<file path="config.mk">
export PLATFORM = sky130hd
export DESIGN_NAME = edge_period_frequency_meter_flat
export DESIGN_NICKNAME = d
export VERILOG_FILES = /design/src/hw/rtl/epfm_pkg.sv /design/src/hw/rtl/epfm_in_if.sv /design/src/hw/rtl/epfm_out_if.sv /design/src/hw/rtl/epfm_cfg_if.sv /design/src/hw/rtl/epfm_ctrl.sv /design/src/hw/rtl/epfm_dp.sv /design/src/hw/rtl/edge_period_frequency_meter.sv /design/src/flat_wrapper.sv
export SDC_FILE = /design/constraint.sdc
export NUM_CORES = 1
export LEC_CHECK = 0
export BUFFER_PORTS_ARGS = -buffer_cell sky130_fd_sc_hd__buf_2
export CORE_MARGIN = 2
export CORE_UTILIZATION = 40
export CTS_CLUSTER_SIZE = 24
export DETAILED_ROUTE_END_ITERATION = 6
export HOLD_SLACK_MARGIN = 0.02
export PLACE_DENSITY_LB_ADDON = 0.05
export SLEW_MARGIN = 20
export SYNTH_ARGS = -nofsm -noshare
export SYNTH_HDL_FRONTEND = slang
export SYNTH_SLANG_ARGS = --single-unit
export TNS_END_PERCENT = 100
</file>
<file path="constraint.sdc">
create_clock -name clk -period 16 [get_ports clk]
set_clock_uncertainty 0.1 [all_clocks]
set_input_delay 4 -clock clk [delete_from_list [all_inputs] [get_ports clk]]
set_output_delay 4 -clock clk [all_outputs]
set_load 0.05 [all_outputs]
</file>
<file path="src/hw/rtl/epfm_pkg.sv">
// ----------------------------------------------------------------------------
// Edge period frequency meter package
// Shared widths, register indexes, reset values and controller interface types.
// ----------------------------------------------------------------------------
package epfm_pkg;

  localparam int TIME_W = 32;
  localparam int HZ_W   = 16;
  localparam int FREQ_W = 27;
  localparam int IDX_W  = 3;

  // Quotient of the hertz scale by a period of at least one fits in this width.
  localparam int HZQ_W = 20;

  localparam logic [IDX_W-1:0] REG_MIN_PERIOD   = 3'd0;
  localparam logic [IDX_W-1:0] REG_MAX_PERIOD   = 3'd1;
  localparam logic [IDX_W-1:0] REG_TONE_GAP     = 3'd2;
  localparam logic [IDX_W-1:0] REG_IDLE_TIMEOUT = 3'd3;
  localparam logic [IDX_W-1:0] REG_TONE_LOW     = 3'd4;
  localparam logic [IDX_W-1:0] REG_TONE_HIGH    = 3'd5;

  localparam logic [TIME_W-1:0] MIN_PERIOD_RST   = 32'd20;
  localparam logic [TIME_W-1:0] MAX_PERIOD_RST   = 32'd1000000;
  localparam logic [TIME_W-1:0] TONE_GAP_RST     = 32'd700000;
  localparam logic [TIME_W-1:0] IDLE_TIMEOUT_RST = 32'd3000000;
  localparam logic [HZ_W-1:0]   TONE_LOW_RST     = 16'd100;
  localparam logic [HZ_W-1:0]   TONE_HIGH_RST    = 16'd8000;

  localparam logic [FREQ_W-1:0] CENTI_SCALE = 27'd100000000;
  localparam logic [FREQ_W-1:0] HZ_SCALE    = 27'd1000000;

  // One quotient bit per divider step.
  localparam int DIV_STEPS = FREQ_W;
  localparam int CNT_W     = $clog2(DIV_STEPS);

  typedef struct packed {
    logic capture;
    logic eval;
    logic div_step;
    logic load_out;
  } cmd_t;

  typedef struct packed {
    logic meas;
    logic div_last;
  } sts_t;

endpackage

</file>
<file path="src/hw/rtl/epfm_in_if.sv">
// ----------------------------------------------------------------------------
// Edge period frequency meter input channel
// Valid/ready channel carrying one timestamp sample or edge.
// ----------------------------------------------------------------------------
interface epfm_in_if;
  logic                        valid;
  logic                        ready;
  logic                        op;
  logic [epfm_pkg::TIME_W-1:0] now_us;

  modport source (output valid, output op, output now_us, input ready);
  modport sink   (input valid, input op, input now_us, output ready);
endinterface

</file>
<file path="src/hw/rtl/epfm_out_if.sv">
// ----------------------------------------------------------------------------
// Edge period frequency meter result channel
// Valid/ready channel carrying one measurement result.
// ----------------------------------------------------------------------------
interface epfm_out_if;
  logic                        valid;
  logic                        ready;
  logic                        measured;
  logic [epfm_pkg::TIME_W-1:0] period_us;
  logic [epfm_pkg::FREQ_W-1:0] freq_centihz;
  logic                        beep;
  logic [epfm_pkg::HZ_W-1:0]   beep_hz;
  logic                        pulse_active;
  logic                        went_idle;

  modport source (output valid, output measured, output period_us, output freq_centihz,
                  output beep, output beep_hz, output pulse_active, output went_idle,
                  input ready);
  modport sink   (input valid, input measured, input period_us, input freq_centihz,
                  input beep, input beep_hz, input pulse_active, input went_idle,
                  output ready);
endinterface

</file>
<file path="src/hw/rtl/epfm_cfg_if.sv">
// ----------------------------------------------------------------------------
// Edge period frequency meter configuration channel
// Valid/ready register write channel with index and data.
// ----------------------------------------------------------------------------
interface epfm_cfg_if;
  logic                        valid;
  logic                        ready;
  logic [epfm_pkg::IDX_W-1:0]  index;
  logic [epfm_pkg::TIME_W-1:0] data;

  modport source (output valid, output index, output data, input ready);
  modport sink   (input valid, input index, input data, output ready);
endinterface

</file>
<file path="src/hw/rtl/epfm_ctrl.sv">
// ----------------------------------------------------------------------------
// Edge period frequency meter controller
// Sequences capture, evaluation, serial division and result hand-off.
// ----------------------------------------------------------------------------
module epfm_ctrl (
  input  logic           clk,
  input  logic           rst,
  input  logic           in_valid,
  output logic           in_ready,
  output logic           out_valid,
  input  logic           out_ready,
  output epfm_pkg::cmd_t cmd,
  input  epfm_pkg::sts_t sts
);

  localparam logic [1:0] S_IDLE = 2'd0;
  localparam logic [1:0] S_EVAL = 2'd1;
  localparam logic [1:0] S_DIV  = 2'd2;
  localparam logic [1:0] S_DONE = 2'd3;

  logic [1:0] state;
  logic [1:0] state_next;
  logic       out_valid_next;

  assign in_ready = (state == S_IDLE);

  always_comb begin
    state_next = state;
    cmd        = '0;
    case (state)
      S_IDLE: begin
        if (in_valid) begin
          cmd.capture = 1'b1;
          state_next  = S_EVAL;
        end
      end
      S_EVAL: begin
        cmd.eval   = 1'b1;
        state_next = sts.meas ? S_DIV : S_DONE;
      end
      S_DIV: begin
        cmd.div_step = 1'b1;
        if (sts.div_last) begin
          state_next = S_DONE;
        end
      end
      S_DONE: begin
        // The result register may still hold an earlier transaction.
        if (!out_valid || out_ready) begin
          cmd.load_out = 1'b1;
          state_next   = S_IDLE;
        end
      end
      default: begin
        state_next = S_IDLE;
      end
    endcase
  end

  assign out_valid_next = cmd.load_out | (out_valid & ~out_ready);

  always_ff @(posedge clk) begin
    if (rst) begin
      state     <= S_IDLE;
      out_valid <= 1'b0;
    end else begin
      state     <= state_next;
      out_valid <= out_valid_next;
    end
  end

endmodule

</file>
<file path="src/hw/rtl/epfm_dp.sv">
// ----------------------------------------------------------------------------
// Edge period frequency meter datapath
// Configuration, timing state, window checks, two-lane serial divider, results.
// ----------------------------------------------------------------------------
module epfm_dp (
  input  logic                        clk,
  input  logic                        rst,
  input  epfm_pkg::cmd_t              cmd,
  output epfm_pkg::sts_t              sts,
  input  logic                        cfg_we,
  input  logic [epfm_pkg::IDX_W-1:0]  cfg_index,
  input  logic [epfm_pkg::TIME_W-1:0] cfg_data,
  input  logic                        op,
  input  logic [epfm_pkg::TIME_W-1:0] now_us,
  output logic                        measured,
  output logic [epfm_pkg::TIME_W-1:0] period_us,
  output logic [epfm_pkg::FREQ_W-1:0] freq_centihz,
  output logic                        beep,
  output logic [epfm_pkg::HZ_W-1:0]   beep_hz,
  output logic                        pulse_active,
  output logic                        went_idle
);

  // Configuration registers
  logic [epfm_pkg::TIME_W-1:0] min_period;
  logic [epfm_pkg::TIME_W-1:0] max_period;
  logic [epfm_pkg::TIME_W-1:0] tone_gap;
  logic [epfm_pkg::TIME_W-1:0] idle_timeout;
  logic [epfm_pkg::HZ_W-1:0]   tone_low;
  logic [epfm_pkg::HZ_W-1:0]   tone_high;

  // Timing state
  logic [epfm_pkg::TIME_W-1:0] last_edge_time;
  logic [epfm_pkg::TIME_W-1:0] last_pulse_time;
  logic [epfm_pkg::TIME_W-1:0] last_tone_time;
  logic                        active_flag;

  // Captured item and per-item decisions
  logic                        op_q;
  logic [epfm_pkg::TIME_W-1:0] now_q;
  logic                        r_meas;
  logic                        r_beep;
  logic                        r_went_idle;
  logic [epfm_pkg::TIME_W-1:0] r_period;

  // Divider
  logic [epfm_pkg::TIME_W-1:0] divisor;
  logic [epfm_pkg::TIME_W-1:0] rem_c;
  logic [epfm_pkg::TIME_W-1:0] rem_h;
  logic [epfm_pkg::FREQ_W-1:0] q_c;
  logic [epfm_pkg::FREQ_W-1:0] q_h;
  logic [epfm_pkg::CNT_W-1:0]  cnt;

  logic [epfm_pkg::TIME_W-1:0] period;
  logic                        meas_c;
  logic                        tone_due;
  logic                        idle_due;
  logic [epfm_pkg::TIME_W:0]   t_c;
  logic [epfm_pkg::TIME_W:0]   t_h;
  logic [epfm_pkg::TIME_W:0]   d_c;
  logic [epfm_pkg::TIME_W:0]   d_h;
  logic                        ge_c;
  logic                        ge_h;
  logic [epfm_pkg::HZQ_W-1:0]  hz_raw;
  logic [epfm_pkg::HZQ_W-1:0]  low_ext;
  logic [epfm_pkg::HZQ_W-1:0]  high_ext;
  logic [epfm_pkg::HZ_W-1:0]   hz_clamped;

  // All elapsed times are modulo 2^32, so plain wrapping subtraction is right.
  assign period   = now_q - last_edge_time;
  assign meas_c   = op_q && (period >= min_period) && (period <= max_period);
  assign tone_due = (now_q - last_tone_time) > tone_gap;
  // An item that just accepted a period restarts the idle window.
  assign idle_due = active_flag && !meas_c && ((now_q - last_pulse_time) > idle_timeout);

  assign sts.meas     = meas_c;
  assign sts.div_last = (cnt == epfm_pkg::CNT_W'(epfm_pkg::DIV_STEPS - 1));

  // Restoring division, one quotient bit per lane per step. The remainder
  // stays below the divisor, so the shifted value is below twice the divisor.
  assign t_c  = {rem_c, q_c[epfm_pkg::FREQ_W-1]};
  assign t_h  = {rem_h, q_h[epfm_pkg::FREQ_W-1]};
  assign d_c  = t_c - {1'b0, divisor};
  assign d_h  = t_h - {1'b0, divisor};
  assign ge_c = (t_c >= {1'b0, divisor});
  assign ge_h = (t_h >= {1'b0, divisor});

  assign hz_raw   = q_h[epfm_pkg::HZQ_W-1:0];
  assign low_ext  = {{(epfm_pkg::HZQ_W-epfm_pkg::HZ_W){1'b0}}, tone_low};
  assign high_ext = {{(epfm_pkg::HZQ_W-epfm_pkg::HZ_W){1'b0}}, tone_high};

  // Low limit checked first; with crossed limits, the rest get the high limit.
  always_comb begin
    if (hz_raw < low_ext) begin
      hz_clamped = tone_low;
    end else if (hz_raw > high_ext) begin
      hz_clamped = tone_high;
    end else begin
      hz_clamped = hz_raw[epfm_pkg::HZ_W-1:0];
    end
  end

  always_ff @(posedge clk) begin
    if (rst) begin
      min_period      <= epfm_pkg::MIN_PERIOD_RST;
      max_period      <= epfm_pkg::MAX_PERIOD_RST;
      tone_gap        <= epfm_pkg::TONE_GAP_RST;
      idle_timeout    <= epfm_pkg::IDLE_TIMEOUT_RST;
      tone_low        <= epfm_pkg::TONE_LOW_RST;
      tone_high       <= epfm_pkg::TONE_HIGH_RST;
      last_edge_time  <= '0;
      last_pulse_time <= '0;
      last_tone_time  <= '0;
      active_flag     <= 1'b0;
      cnt             <= '0;
    end else begin
      if (cfg_we) begin
        case (cfg_index)
          epfm_pkg::REG_MIN_PERIOD:   min_period   <= cfg_data;
          epfm_pkg::REG_MAX_PERIOD:   max_period   <= cfg_data;
          epfm_pkg::REG_TONE_GAP:     tone_gap     <= cfg_data;
          epfm_pkg::REG_IDLE_TIMEOUT: idle_timeout <= cfg_data;
          epfm_pkg::REG_TONE_LOW:     tone_low     <= cfg_data[epfm_pkg::HZ_W-1:0];
          epfm_pkg::REG_TONE_HIGH:    tone_high    <= cfg_data[epfm_pkg::HZ_W-1:0];
          default: begin
          end
        endcase
      end
      if (cmd.eval) begin
        cnt <= '0;
        if (op_q) begin
          last_edge_time <= now_q;
        end
        if (meas_c) begin
          last_pulse_time <= now_q;
          active_flag     <= 1'b1;
          if (tone_due) begin
            last_tone_time <= now_q;
          end
        end
        if (idle_due) begin
          active_flag <= 1'b0;
        end
      end
      if (cmd.div_step) begin
        cnt <= cnt + 1'b1;
      end
    end
  end

  always_ff @(posedge clk) begin
    if (cmd.capture) begin
      op_q  <= op;
      now_q <= now_us;
    end
    if (cmd.eval) begin
      r_meas      <= meas_c;
      r_beep      <= meas_c && tone_due;
      r_went_idle <= idle_due;
      r_period    <= meas_c ? period : '0;
      // A zero period is divided as a period of one.
      divisor     <= (period == '0) ? epfm_pkg::TIME_W'(1) : period;
      rem_c       <= '0;
      rem_h       <= '0;
      q_c         <= epfm_pkg::CENTI_SCALE;
      q_h         <= epfm_pkg::HZ_SCALE;
    end
    if (cmd.div_step) begin
      rem_c <= ge_c ? d_c[epfm_pkg::TIME_W-1:0] : t_c[epfm_pkg::TIME_W-1:0];
      rem_h <= ge_h ? d_h[epfm_pkg::TIME_W-1:0] : t_h[epfm_pkg::TIME_W-1:0];
      q_c   <= {q_c[epfm_pkg::FREQ_W-2:0], ge_c};
      q_h   <= {q_h[epfm_pkg::FREQ_W-2:0], ge_h};
    end
    if (cmd.load_out) begin
      measured     <= r_meas;
      period_us    <= r_period;
      freq_centihz <= r_meas ? q_c : '0;
      beep         <= r_beep;
      beep_hz      <= r_beep ? hz_clamped : '0;
      pulse_active <= active_flag;
      went_idle    <= r_went_idle;
    end
  end

endmodule

</file>
<file path="src/hw/rtl/edge_period_frequency_meter.sv">
// Sequence: an edge with an accepted period passes capture, evaluate, 27 divider
// steps and load before its result shows; any other item skips the divider steps.
// The meter takes one item at a time, paced by the one-bit-per-cycle restoring
// divider; the input frees up once the result is loaded into a free result register.
// Reset: synchronous, clears the timing state and activity flag, restores the
// configuration defaults and empties the result register.
// ----------------------------------------------------------------------------
// Edge period frequency meter
// Reciprocal frequency counter with glitch window, beep request and idle flag.
// ----------------------------------------------------------------------------
module edge_period_frequency_meter (
  input  logic       clk,
  input  logic       rst,
  epfm_in_if.sink    sample,
  epfm_out_if.source result,
  epfm_cfg_if.sink   cfg
);

  epfm_pkg::cmd_t cmd;
  epfm_pkg::sts_t sts;

  assign cfg.ready = 1'b1;

  epfm_ctrl u_ctrl (
    .clk       (clk),
    .rst       (rst),
    .in_valid  (sample.valid),
    .in_ready  (sample.ready),
    .out_valid (result.valid),
    .out_ready (result.ready),
    .cmd       (cmd),
    .sts       (sts)
  );

  epfm_dp u_dp (
    .clk          (clk),
    .rst          (rst),
    .cmd          (cmd),
    .sts          (sts),
    .cfg_we       (cfg.valid),
    .cfg_index    (cfg.index),
    .cfg_data     (cfg.data),
    .op           (sample.op),
    .now_us       (sample.now_us),
    .measured     (result.measured),
    .period_us    (result.period_us),
    .freq_centihz (result.freq_centihz),
    .beep         (result.beep),
    .beep_hz      (result.beep_hz),
    .pulse_active (result.pulse_active),
    .went_idle    (result.went_idle)
  );

endmodule

</file>
<file path="src/flat_wrapper.sv">
// flat-port wrapper written by rule: the top's interface ports become plain ports
module edge_period_frequency_meter_flat 
  (clk, rst, sample_valid, sample_op, sample_now_us, sample_ready, result_valid, result_measured, result_period_us, result_freq_centihz, result_beep, result_beep_hz, result_pulse_active, result_went_idle, result_ready, cfg_valid, cfg_index, cfg_data, cfg_ready);
  epfm_in_if sample_i ();
  epfm_out_if result_i ();
  epfm_cfg_if cfg_i ();
  input  logic clk;
  input  logic rst;
  input wire logic [$bits(sample_i.valid)-1:0] sample_valid;
  input wire logic [$bits(sample_i.op)-1:0] sample_op;
  input wire logic [$bits(sample_i.now_us)-1:0] sample_now_us;
  output wire logic [$bits(sample_i.ready)-1:0] sample_ready;
  output wire logic [$bits(result_i.valid)-1:0] result_valid;
  output wire logic [$bits(result_i.measured)-1:0] result_measured;
  output wire logic [$bits(result_i.period_us)-1:0] result_period_us;
  output wire logic [$bits(result_i.freq_centihz)-1:0] result_freq_centihz;
  output wire logic [$bits(result_i.beep)-1:0] result_beep;
  output wire logic [$bits(result_i.beep_hz)-1:0] result_beep_hz;
  output wire logic [$bits(result_i.pulse_active)-1:0] result_pulse_active;
  output wire logic [$bits(result_i.went_idle)-1:0] result_went_idle;
  input wire logic [$bits(result_i.ready)-1:0] result_ready;
  input wire logic [$bits(cfg_i.valid)-1:0] cfg_valid;
  input wire logic [$bits(cfg_i.index)-1:0] cfg_index;
  input wire logic [$bits(cfg_i.data)-1:0] cfg_data;
  output wire logic [$bits(cfg_i.ready)-1:0] cfg_ready;
  assign sample_i.valid = sample_valid;
  assign sample_i.op = sample_op;
  assign sample_i.now_us = sample_now_us;
  assign sample_ready = sample_i.ready;
  assign result_valid = result_i.valid;
  assign result_measured = result_i.measured;
  assign result_period_us = result_i.period_us;
  assign result_freq_centihz = result_i.freq_centihz;
  assign result_beep = result_i.beep;
  assign result_beep_hz = result_i.beep_hz;
  assign result_pulse_active = result_i.pulse_active;
  assign result_went_idle = result_i.went_idle;
  assign result_i.ready = result_ready;
  assign cfg_i.valid = cfg_valid;
  assign cfg_i.index = cfg_index;
  assign cfg_i.data = cfg_data;
  assign cfg_ready = cfg_i.ready;
  edge_period_frequency_meter u_core (.clk(clk), .rst(rst), .sample(sample_i), .result(result_i), .cfg(cfg_i));
endmodule
</file>
==> metrics.md <==
| Metric | Value |
|---|---|
| HP Start | u_core.u_dp.r_period[2] |
| Final Hold Viols | 0 |
| Cells after synthesis | 3,527 |
| Die X | 291 µm |
| Post-synth cell types | 80 |
| Post-CTS Setup Repair Bufs | 0 |
| Clk sinks | 562 |
| Ant diodes | 0 |
| Slew margin rel. | 28.1% |
| Initial drt markers | 1,394 |
| Crit path DAT | 7.40 ns |
| Nets@finish | 4,023 |
| Top cells by area, synth | edfxtp_1 27%, dfxtp_1 16%, ha_1 12% |
| WHS | 0.316 ns |
| Die Y-Extent | 291 µm |
| Number of antenna-violating nets in the routed design | 0 |
| Max clock buf depth | 3 |
| Clock Latency Late Sink | 0.62 ns |
| Run status | finished clean |
| Dpl cell area | 0.0347 mm² |
| Vias | 24,956 |
| Fin crit period | 6.97 ns |
| Critical path's top delay family | compound AO/OA/AOI/OAI gates |
| Register area | 0.0142 mm² |
| Total of max-cap violations | 0 |
| Fill cells | 7,948 |
| Post-synthesis instance area | 0.0330 mm² |
| Residual DRC count | 0 |
| Core area | 0.0818 mm² |
| Power Density | 183 mW/mm² |
| Top cell type's share of synthesized area | 27.1% |
| Layout Cells excl Fill | 4,749 |
| Port Buffer Count | 153 |
| # H-tree levels | 3 |
| CTS tree | built |
| Post-CTS Hold Buffers | 0 |
| Pin count of the biggest net entering global routing | 125 |
| Post-CTS Resized | 0 |
| Hold Path Class | flop to flop |
| Buffers & Inverters on Critical Path | 3 |
| Reg2reg start | u_core.u_dp.now_q[0] |
| Reg2Reg Setup Slack | 9.03 ns |
| Clock Tree Root | clkbuf_16 |
| Top_reg_cell synth | edfxtp_1 |
| Final setup TNS | 0 ns |
| Vias in the first global route | 24,706 |
| DP HPWL | 67,600 µm |
| Final worst path period share | 43.5% |
| Number of synthesized flops with an enable pin | 297 |
| Crit path capture type | flop |
| Sequential-to-total area share from yosys stat | 43.2% |
| Share of layout cells above drive strength 1 | 8.73% |
| Critical path origin | u_core.u_dp.now_q[0] |
| Routed vias/inst | 5.26 |
| Syn-to-layout area delta | 12.4% |
| First-pass GRT wire length | 141,000 µm |
| Worst-path clk slew | 0.06 ns |
| Design area | 0.0370 mm² |
| Drt pass-1 iters | 7 |
| Cell chain of the critical path | inv_1 > ha_1 > inv_1 > fa_1 > a211oi_2 > o21ai_0 > a21oi_1 > o211ai_2 > a31oi_4 > o31ai_2 > a221o_1 > a2111o_1 > o211ai_1 > xnor2_1 > ha_1 > nand4_1 > nor4_1 > a211oi_1 > a41o_1 > nand3_2 > buf_4 > or2_4 > mux2i_1 |
| Final Setup Violations | 0 |
| Worst IR Drop VDD | 0.0000962 V |
| GRT Overall Usage | 21.4% |
| Startpoint Class | flop |
| Num CTS Buffers | 69 |
| Synthesized area per cell | 9.34 µm² |
| Row cnt | 105 |
| Synthesized flop and latch total | 562 |
| Placed instance count | 4,622 |
| CP max FO | 67 |
| Hold path cells | 0 |
| Critical path class | flop to flop |
| YS warnings | 0 |
| # IOs | 155 |
| Post-synth top cells | 449 x nand2_1, 347 x a21oi_1, 329 x inv_1, 322 x ha_1, 297 x edfxtp_1 |
| WP data required | 16.43 ns |
| Asr flop ratio synth | 0% |
| Max-slew violations | 0 |
| Worst path slowest cell | or2_4 |
| Max Fclk | 144 MHz |
| Final GP Congestion | 0.857 |
| Most common cell in the synthesized netlist | nand2_1 |
| Initial antenna violation count | 3 |
| Worst-margin pin slew | 1.08 ns |
| R2r worst-path depth | 23 |
| Total grt overflow | 0 |
| Wire length per cell | 19.3 µm |
| Hold Path Sink | u_core.u_dp.period_us[2] |
| P_leak | 14.9 nW |
| Mapped Nets | 3,927 |
| Multi-input gate area | 0.0170 mm² |
| Post-route setup slack | 9.03 ns |
| Pre-CTS setup slack | 8.64 ns |
| Final Routed Wirelength | 91,500 µm |
| Reg-to-Reg End | u_core.u_dp.last_tone_time[28] |
| Initial Util | 40.3% |
| Die area | 0.0847 mm² |
| Unrepaired setup endpoints after global routing | no |
| Cell taking the most area after synthesis | edfxtp_1 |
| Worst path max stage delay | 0.66 ns |
-- state kept, by name (all words and copies together) (netlist names), 2 cells and up --
| name | flops |
|---|---|
| u_core.u_dp.max_period | 32 |
| u_core.u_dp.last_tone_time | 32 |
| u_core.u_dp.min_period | 32 |
| u_core.u_ctrl.state | 2 |
| u_core.u_dp.divisor | 32 |
| u_core.u_dp.cnt | 5 |
| u_core.u_dp.freq_centihz | 27 |
| u_core.u_dp.q_h | 27 |
| u_core.u_dp.tone_high | 16 |
| u_core.u_dp.rem_c | 32 |
| u_core.u_dp.beep_hz | 16 |
| u_core.u_dp.idle_timeout | 32 |
| u_core.u_dp.r_period | 32 |
| u_core.u_dp.q_c | 27 |
| u_core.u_dp.now_q | 32 |
| u_core.u_dp.period_us | 32 |
| u_core.u_dp.last_edge_time | 32 |
| u_core.u_dp.tone_low | 16 |
| u_core.u_dp.rem_h | 32 |
| u_core.u_dp.last_pulse_time | 32 |
| u_core.u_dp.tone_gap | 32 |
-- cell families (layout without fill, tap and decap cells) --
group | Yosys count | after routing | synth area share, %
buffers and inverters | 478 | 630 | 5.49
flip-flops | 562 | 562 | 43.2
AND/OR/NAND/NOR | 1089 | 1089 | 16.0
adder cells (fa/ha/maj) | 327 | 327 | 12.5
XOR/XNOR | 170 | 170 | 4.52
other | 1 | 1 | 0.0114
AO/OA/AOI/OAI | 816 | 816 | 15.7
multiplexers | 84 | 84 | 2.56
-- worst register-to-register path, cell delays in order, from the launching register on --
cell and delay (ns):
edfxtp_1 0.42, inv_1 0.16, ha_1 0.19, inv_1 0.06
fa_1 0.43, a211oi_2 0.29, o21ai_0 0.13, a21oi_1 0.31
o211ai_2 0.22, a31oi_4 0.31, o31ai_2 0.16, a221o_1 0.39
a2111o_1 0.42, o211ai_1 0.16, xnor2_1 0.21, ha_1 0.34
nand4_1 0.16, nor4_1 0.42, a211oi_1 0.13, a41o_1 0.25
nand3_2 0.07, buf_4 0.54, or2_4 0.72, mux2i_1 0.29
-- layer usage --
metal | vias up | part of all wire (%) | global-route usage [%]
li1 | 12513 | - | -
met1 | 11880 | 47 | 28.4
met2 | 435 | 46 | 35.6
met3 | 128 | 4.0 | 3.14
met4 | 0 | 3.0 | 7.27
met5 | - | 0 | 0
-- worst max-delay path by stage --
stage,slack (ns),depth (start not counted),to
global route,8.52,23,u_core.u_dp.last_tone_time[25]
finish,9.03,23,u_core.u_dp.last_tone_time[28]
CTS,8.62,23,u_core.u_dp.last_tone_time[25]
detailed placement,8.64,23,u_core.u_dp.last_tone_time[25]
floorplan,7.80,2,u_core.u_dp.beep
global placement,8.81,24,u_core.u_dp.last_tone_time[28]
-- report_power, final --
group          leakage, nW  internal (mW)  switching [mW]
Combinational         8.92           1.22            1.88
Sequential            4.92           1.90           0.166
Clock                 1.11          0.940           0.656
-- per-stage QoR --
stage	power, mW	utilization (%)
3_5_place_dp	5.19	42.4
4_1_cts	6.83	45.2
3_3_place_gp	5.15	42.4
6_report	6.76	45.2
5_1_grt	7.27	45.2
2_1_floorplan	4.35	-
-- cell usage in the layout (no fill, tap or decap), types with 15 or more instances in the layout --
master / synthesis / routed
ha_1: 322 / 319
clkbuf_1: 135 / 15
and3_1: 45 / 45
o21a_1: 24 / 24
mux2i_1: 83 / 83
and2_1: 70 / 68
buf_4: 1 / 20
nor3_1: 31 / 31
o21ai_0: 121 / 121
xnor2_1: 113 / 113
nand2b_1: 117 / 117
nor2b_1: 30 / 29
a211oi_1: 25 / 25
a211o_1: 26 / 26
clkbuf_16: 0 / 70
a31oi_1: 15 / 15
nand2_1: 449 / 448
o211ai_1: 15 / 15
nand3_1: 35 / 33
xor2_1: 57 / 57
buf_2: 3 / 152
o211a_1: 17 / 17
nand3b_1: 51 / 51
nand4_1: 52 / 52
a21oi_1: 347 / 347
o21bai_1: 21 / 20
a21o_1: 126 / 126
nor2_1: 166 / 165
dfxtp_1: 265 / 265
edfxtp_1: 297 / 297
inv_1: 329 / 328
-- cell type report --
cell class / count / area share (%)
clock buffer: 91 / 5.11
sequential: 562 / 38.4
multi-input combinational: 2487 / 45.9
timing repair buffer: 173 / 2.49
inverter: 330 / 3.35
clock inverter: 36 / 1.11
tap: 1070 / 3.62
Power figures use the tool's default switching activity.
